File: src/sv/sqvs_pkg.sv
// ----------------------------------------------------------------------------
// sqvs_pkg: types, constants and helper functions for sprite quad vertex setup
// Holds the request/result payload types, the sine table function and the
// shared divider request/response types.
// ----------------------------------------------------------------------------
package sqvs_pkg;

  localparam int unsigned STORE_VERTICES_DEF   = 3072;
  localparam int unsigned SINE_TABLE_DEPTH_DEF = 256;
  localparam int unsigned CFG_IDX_W            = 1;
  localparam int unsigned CFG_DATA_W           = 13;
  localparam logic [CFG_IDX_W-1:0] CFG_TEX_W   = 1'b0;
  localparam logic [CFG_IDX_W-1:0] CFG_TEX_H   = 1'b1;
  localparam logic [16:0] UV_MAX               = 17'h1FFFF;
  localparam logic [63:0] HALF_PI_Q30          = 64'd1686629713;

  typedef struct packed {
    logic [11:0]        src_x;
    logic [11:0]        src_y;
    logic [12:0]        src_w;
    logic [12:0]        src_h;
    logic signed [31:0] pos_x;
    logic signed [31:0] pos_y;
    logic [15:0]        angle;
    logic signed [23:0] scale_x;
    logic signed [23:0] scale_y;
    logic [31:0]        origin_xy;
    logic [3:0]         uv_mode;
    logic [31:0]        color;
  } sqvs_in_t;

  typedef struct packed {
    logic signed [31:0] vert_x;
    logic signed [31:0] vert_y;
    logic [16:0]        tex_u;
    logic [16:0]        tex_v;
    logic [31:0]        vert_color;
    logic [11:0]        slot;
    logic               flush_first;
    logic               last;
  } sqvs_out_t;

  // shared divider request/response
  typedef struct packed {
    logic        start;
    logic [13:0] num;
    logic [12:0] den;
  } sqvs_div_req_t;

  typedef struct packed {
    logic        done;
    logic [16:0] quot;
  } sqvs_div_rsp_t;

  // quarter-wave sine, Q1.15, Taylor series in Q30 (elaboration-time constants)
  function automatic logic [15:0] sine_entry(input int unsigned i, input int unsigned depth);
    logic [63:0] x;
    logic [63:0] x2;
    logic [63:0] term;
    longint      sum;
    x = (HALF_PI_Q30 * 64'(i)) / 64'(depth);
    x2 = (x * x) >> 30;
    term = x;
    sum = longint'(x);
    for (int n = 1; n <= 6; n++) begin
      term = ((term * x2) >> 30) / 64'((2 * n) * (2 * n + 1));
      if ((n % 2) == 1) sum = sum - longint'(term);
      else              sum = sum + longint'(term);
    end
    if (sum < 0) sum = 0;
    sine_entry = 16'((64'(sum) + 64'd16384) >> 15);
  endfunction

endpackage

File: src/sv/sqvs_divider.sv
// ----------------------------------------------------------------------------
// sqvs_divider: shared restoring divider
// Computes min(floor(num * 65536 / den), UV_MAX), one quotient bit per cycle.
// ----------------------------------------------------------------------------
module sqvs_divider (
  input  logic                   clk,
  input  logic                   rst_n,
  input  sqvs_pkg::sqvs_div_req_t req,
  output sqvs_pkg::sqvs_div_rsp_t rsp
);
  import sqvs_pkg::*;

  // dividend num<<16 is 30 bits; quotient bits 17 and up only flag saturation
  logic [29:0] dvd_r, dvd_nxt;
  logic [13:0] rem_r, rem_nxt;
  logic [12:0] den_r, den_nxt;
  logic [29:0] quo_r, quo_nxt;
  logic [4:0]  cnt_r, cnt_nxt;
  logic        busy_r, busy_nxt;
  logic        done_r, done_nxt;
  logic [13:0] trial;
  logic [14:0] diff;

  assign trial = {rem_r[12:0], dvd_r[29]};
  assign diff  = {1'b0, trial} - {2'b00, den_r};

  always_comb begin
    dvd_nxt  = dvd_r;
    rem_nxt  = rem_r;
    den_nxt  = den_r;
    quo_nxt  = quo_r;
    cnt_nxt  = cnt_r;
    busy_nxt = busy_r;
    done_nxt = 1'b0;
    if (req.start) begin
      dvd_nxt  = {req.num, 16'd0};
      rem_nxt  = '0;
      den_nxt  = (req.den == 13'd0) ? 13'd1 : req.den;
      quo_nxt  = '0;
      cnt_nxt  = 5'd29;
      busy_nxt = 1'b1;
    end else if (busy_r) begin
      dvd_nxt = {dvd_r[28:0], 1'b0};
      if (!diff[14]) begin
        rem_nxt = diff[13:0];
        quo_nxt = {quo_r[28:0], 1'b1};
      end else begin
        rem_nxt = trial;
        quo_nxt = {quo_r[28:0], 1'b0};
      end
      if (cnt_r == 5'd0) begin
        busy_nxt = 1'b0;
        done_nxt = 1'b1;
      end else begin
        cnt_nxt = cnt_r - 5'd1;
      end
    end
  end

  always_ff @(posedge clk) begin
    if (!rst_n) begin
      busy_r <= 1'b0;
      done_r <= 1'b0;
    end else begin
      busy_r <= busy_nxt;
      done_r <= done_nxt;
    end
    dvd_r <= dvd_nxt;
    rem_r <= rem_nxt;
    den_r <= den_nxt;
    quo_r <= quo_nxt;
    cnt_r <= cnt_nxt;
  end

  assign rsp.done = done_r;
  assign rsp.quot = (quo_r[29:17] != 13'd0) ? UV_MAX : quo_r[16:0];

`ifndef SYNTHESIS
  a_no_restart: assert property (@(posedge clk) disable iff (!rst_n)
    busy_r |-> !req.start) else $error("divider restarted while busy");
  a_done_pulse: assert property (@(posedge clk) disable iff (!rst_n)
    done_r |=> !done_r) else $error("done held for two cycles");
  a_rem_bound: assert property (@(posedge clk) disable iff (!rst_n)
    busy_r |-> rem_r < {1'b0, den_r}) else $error("remainder not below divisor");
`endif
endmodule
File: config.mk
export PLATFORM = sky130hd
export DESIGN_NAME = sqvs_divider
export DESIGN_NICKNAME = d
export VERILOG_FILES = /design/src/sv/sqvs_pkg.sv /design/src/sv/sqvs_divider.sv
export SDC_FILE = /design/constraint.sdc
export NUM_CORES = 1
export LEC_CHECK = 0
export BUFFER_PORTS_ARGS = -buffer_cell sky130_fd_sc_hd__buf_2
export CORE_AREA = 3 3 101 103
export DETAILED_ROUTE_END_ITERATION = 8
export DIE_AREA = 0 0 104 106
export GPL_ROUTABILITY_DRIVEN = 0
export PLACE_DENSITY_LB_ADDON = 0.2
export SLEW_MARGIN = 10
export SYNTH_ARGS = -nofsm -noshare
export SYNTH_HDL_FRONTEND = slang
export SYNTH_SLANG_ARGS = --single-unit
File: constraint.sdc
create_clock -name clk -period 5.5 [get_ports clk]
set_clock_uncertainty 0.1 [all_clocks]
set_input_delay 0.825 -clock clk [delete_from_list [all_inputs] [get_ports clk]]
set_output_delay 0.825 -clock clk [all_outputs]
set_load 0.1 [all_outputs]
## Word-level counts from Yosys, hierarchy flattened

Cells that the tools add are included.

| operators by class | value |
|---|---|
| add/sub/neg operators | 2 |
| multiplexer cells | 9 |
| bitwise logic cells | 3 |
| reduce and logical (&&, ||, !) cells | 6 |

Operators with widths:

| cell | number |
|---|---|
| two-way mux 30 bit | 2 |
| two-way mux 17 bit | 1 |
| subtractor 14 x 13 -> 15 bit | 1 |
| zero test 13 bit | 1 |
| two-way mux 13 bit | 1 |
| nonzero test 13 bit | 1 |
| zero test 5 bit | 1 |
| two-way mux 1 bit | 5 |
| subtractor 5 x 1 -> 5 bit, second input constant | 1 |
| inverter 1 bit | 3 |
| OR reduction 3 bit | 1 |
| AND reduction 2 bit | 1 |
| nonzero test 2 bit | 1 |

| storage, ports and cells | value |
|---|---|
| register bits after elaboration | 77 |
| input bits | 30 |
| output and inout port bits | 18 |
| logic and storage cells | 27 |

## Depth between registers and ports, before layout

| depth | value |
|---|---|
| word-level depth | 4 |
| depth in mapped cells | 10 |
| gate-level depth less buffers | 9 |

## Worst setup path after synthesis

No wires, ideal clock.

| timing | value |
|---|---|
| kind | reg2out |
| from | reg quo_r[23] |
| to | out rsp[10] (netlist bit) |
| arrival | 1440 ps |
| data required time | 4575 ps |
| slack | 3135 ps |
| cell stages (with the launch flop) | 5 |
| path buffers | 1 |
| cells stage by stage | dfxtp_1 nor4_1 nand4_1 clkbuf_1 or2_2 |

RTL lines:

| what | RTL line | RTL |
|---|---|---|
| from (decl) | sqvs_divider.sv:17 | `logic [29:0] quo_r, quo_nxt;` |
| from (signal assigned) | sqvs_divider.sv:71 | `quo_r <= quo_nxt;` |
| to (decl) | sqvs_divider.sv:9 | `output sqvs_pkg::sqvs_div_rsp_t rsp` |

==> flow_metrics.py <==
metrics = {
    "logic_synthesis": {
        "syn_nets": 419,
        "synth_top_family_by_area": "simple AND/OR/NAND/NOR gates",
        "synth_edf_count": 27,
        "synth_fa_ha_area_share_pct": 5.20,
        "synth.distinct_cells": 46,
        "yosys_warnings": 0,
        "syn_area_mm2": 0.00376,
        "syn_inst": 374,
        "synth_ff_type": "dfxtp_1",
        "synthArstFlopShare_pct": 0,
        "yosysSeqAreaShare_pct": 48.2,
        "muxShareOfSynthArea_pct": 13.2,
        "synth_xor_area_share_pct": 2.10,
        "synth_compound_area_share_pct": 10.3,
        "ys_seq_elements": 77,
        "synth_area_per_cell_um2": 10.0,
        "synth_simple_gate_area_share_pct": 15.4,
    },
    "setup_path": {
        "r2r_slack_ns": 2.80,
        "cp-end-kind": "output port",
        "r2r-end": "rem_r[6]$_SDFFE_PP0P_",
        "cp-start-kind": "register",
        "timing.rr.start": "dvd_r[29]$_DFFE_PP_",
        "worstPathCellList": "nor4_1, nand4_1, or2_2, buf_2",
        "critical_path_required_ns": 4.58,
        "slowest_stage": "nand4_1",
        "r2r_cells": 9,
        "critPathMaxStageDelay_ns": 0.50,
        "crit_fanout": 17,
        "worstSetupPathType": "register to output port",
        "worstPathArrival_ns": 2.24,
    },
    "sta": {
        "fmax_mhz": 316,
        "final-setup-viol-count": 0,
        "tightestPinTransition_ns": 0.927,
        "rsz0062_at_grt": "no",
        "finalCriticalPeriod_ns": 3.17,
        "final_hold_viol_count": 0,
        "finalSetupTns_ns": 0,
        "drv_slew": 0,
        "final.period_utilization_pct": 57.6,
        "slew_headroom_pct": 38.2,
    },
    "global_route": {
        "grt_usage_pct": 13.5,
        "grt_remaining_overflow": 0,
        "grt_pass1_wl_um": 12000,
        "antenna_found_initial": 0,
        "grt_max_degree": 69,
        "grt_pass1_vias": 2494,
    },
    "cells_and_area": {
        "fillers": 908,
        "area_growth_pct": 14.3,
        "seqCellArea_mm2": 0.00181,
        "drive_above_1_share_pct": 24.3,
        "multi_input_area_mm2": 0.00174,
        "diodes": 0,
        "fin_nets": 447,
        "final_util_pct": 46.2,
    },
    "clocking": {
        "clock-sinks": 77,
        "cts_hold_buffers": 0,
        "numCtsBuffers": 9,
        "root_buffer": "clkbuf_8",
        "cts_tree": "done",
        "h-tree-depth": 3,
        "post_cts_buffers": 0,
        "cts_resized": 0,
        "clkLatencyLatePin_ns": 0.35,
        "clockBufferDepth": 2,
        "path_clk_slew_ns": 0.07,
    },
    "die": {
        "die_h_um": 106,
        "fp.dieW_um": 104,
        "start_util_pct": 40.5,
        "rows": 35,
        "ios": 48,
        "core-area_mm2": 0.00928,
        "dieArea_mm2": 0.0110,
    },
    "detailed_routing": {
        "wire_per_inst_um": 13.4,
        "dr_wl_met3_um": 230,
        "wl_met1_um": 3420,
        "drcViolationCount": 0,
        "wirelength_um": 7170,
        "postRouteAntennaNets": 0,
        "vias": 2653,
        "wl_met2_um": 3390,
        "topRoutingLayerUsed": "met4",
        "first_pass_iters": 4,
        "initialDrtViolationCount": 116,
        "viasPerCell": 4.95,
    },
    "status": {
        "status": "complete, no violations",
    },
    "worst_hold_path": {
        "whs_path_depth": 1,
        "min_path_type": "register to register",
        "hp-start": "cnt_r[4]$_SDFFE_PP1P_",
        "min_to": "cnt_r[4]$_SDFFE_PP1P_",
    },
    "placement": {
        "io_buffers": 47,
        "dpl.hpwl_um": 4990,
    },
    "pwr": {
        "power_density_mw_per_mm2": 310,
        "p_leak_uw": 0.00191,
        "ir_drop_uv": 136,
    },
    "job": {
        "cap_violations": 0,
    },
}
kinds of logic after synthesis:
| logic type | Yosys count |
|---|---|
| buffers and inverters | 51 |
| flip-flops | 77 |
| adder cells (fa/ha/maj) | 15 |
| XOR/XNOR | 9 |
| AO/OA/AOI/OAI | 53 |
| multiplexers | 48 |
| AND/OR/NAND/NOR | 121 |
state kept, by name (all words and copies together) (netlist names):
signal	count
busy_r	1
cnt_r	5
den_r	13
done_r	1
dvd_r	14
quo_r	30
rem_r	13
cell usage after synthesis, types with 5 or more instances:
master	instances	area (um^2)
clkbuf_1	24	90.1
nor4_1	5	31.3
mux2_2	13	146
nand3_1	7	35.0
mux2i_1	35	350
nand2b_1	7	43.8
or2_2	17	106
edfxtp_1	27	811
inv_1	19	71.3
nor2b_1	6	37.5
xnor2_1	5	43.8
nand2_1	18	67.6
buf_2	5	25.0
nor3_1	7	35.0
nor2_1	47	176
a21oi_1	13	65.1
ha_1	14	175
dfxtp_1	50	1000
cell type report:
| class | count | area share, % |
|---|---|---|
| tap | 129 | 3.76 |
| clock inverter | 6 | 3.12 |
| sequential | 77 | 42.2 |
| inverter | 19 | 1.66 |
| multi-input combinational | 246 | 40.4 |
| timing repair buffer | 49 | 5.83 |
| clock buffer | 10 | 2.97 |
power breakdown:
group | switching, uW | internal (uW)
clock | 205 | 348
combinational | 82.9 | 65.1
sequential | 12.0 | 618
total | 300 | 1030
metal layers:
layer	track usage, %	up-vias
met2	22.1	38
li1	-	1355
met1	17.1	1249
met5	0	-
met3	2.73	11
met4	6.27	0
worst max-delay path: cells and delay by family (launching register included):
| kind | cells | cell delay, ns |
|---|---|---|
| and+or+nand+nor | 3 | 1.26 |
| DFF | 1 | 0.33 |
| buffers and inverters | 1 | 0.30 |
worst max-delay path by stage:
stage	start	end	depth (start not counted)	slack (ns)
after detailed placement	quo_r[28]$_SDFFE_PP0P_	rsp[14]	4	2.71
after global routing	quo_r[28]$_SDFFE_PP0P_	rsp[14]	4	2.14
after floorplan	quo_r[23]$_SDFFE_PP0P_	rsp[10]	4	3.14
after global placement	quo_r[23]$_SDFFE_PP0P_	rsp[12]	4	2.80
after CTS	quo_r[23]$_SDFFE_PP0P_	rsp[14]	4	2.31
final	quo_r[28]$_SDFFE_PP0P_	rsp[14]	4	2.33
stage by stage:
step / hold WS [ns] / cells / cell area (um^2) / total power [uW] / setup WS, ns
final: 0.370 / 536 / 4290 / 1330 / 2.33
after global routing: 0.395 / 536 / 4290 / 1390 / 2.14
after global placement: 0.342 / 520 / 4030 / 789 / 2.80
after CTS: 0.373 / 536 / 4290 / 1350 / 2.31
after floorplan: 0.327 / 374 / 3760 / 756 / 3.14
after detailed placement: 0.355 / 520 / 4030 / 792 / 2.71
layout by cell type, fill, tap and decap left out, types with 9 or more instances in the layout:
| master | Yosys | layout |
|---|---|---|
| clkbuf_8 | 0 | 9 |
| mux2i_1 | 35 | 35 |
| or2_2 | 17 | 17 |
| edfxtp_1 | 27 | 27 |
| ha_1 | 14 | 14 |
| dfxtp_1 | 50 | 49 |
| nor2_1 | 47 | 47 |
| buf_2 | 5 | 47 |
| mux2_2 | 13 | 13 |
| nand2_1 | 18 | 18 |
| inv_1 | 19 | 19 |
| a21oi_1 | 13 | 13 |
Note: power is estimated with default switching activity, not from simulation.
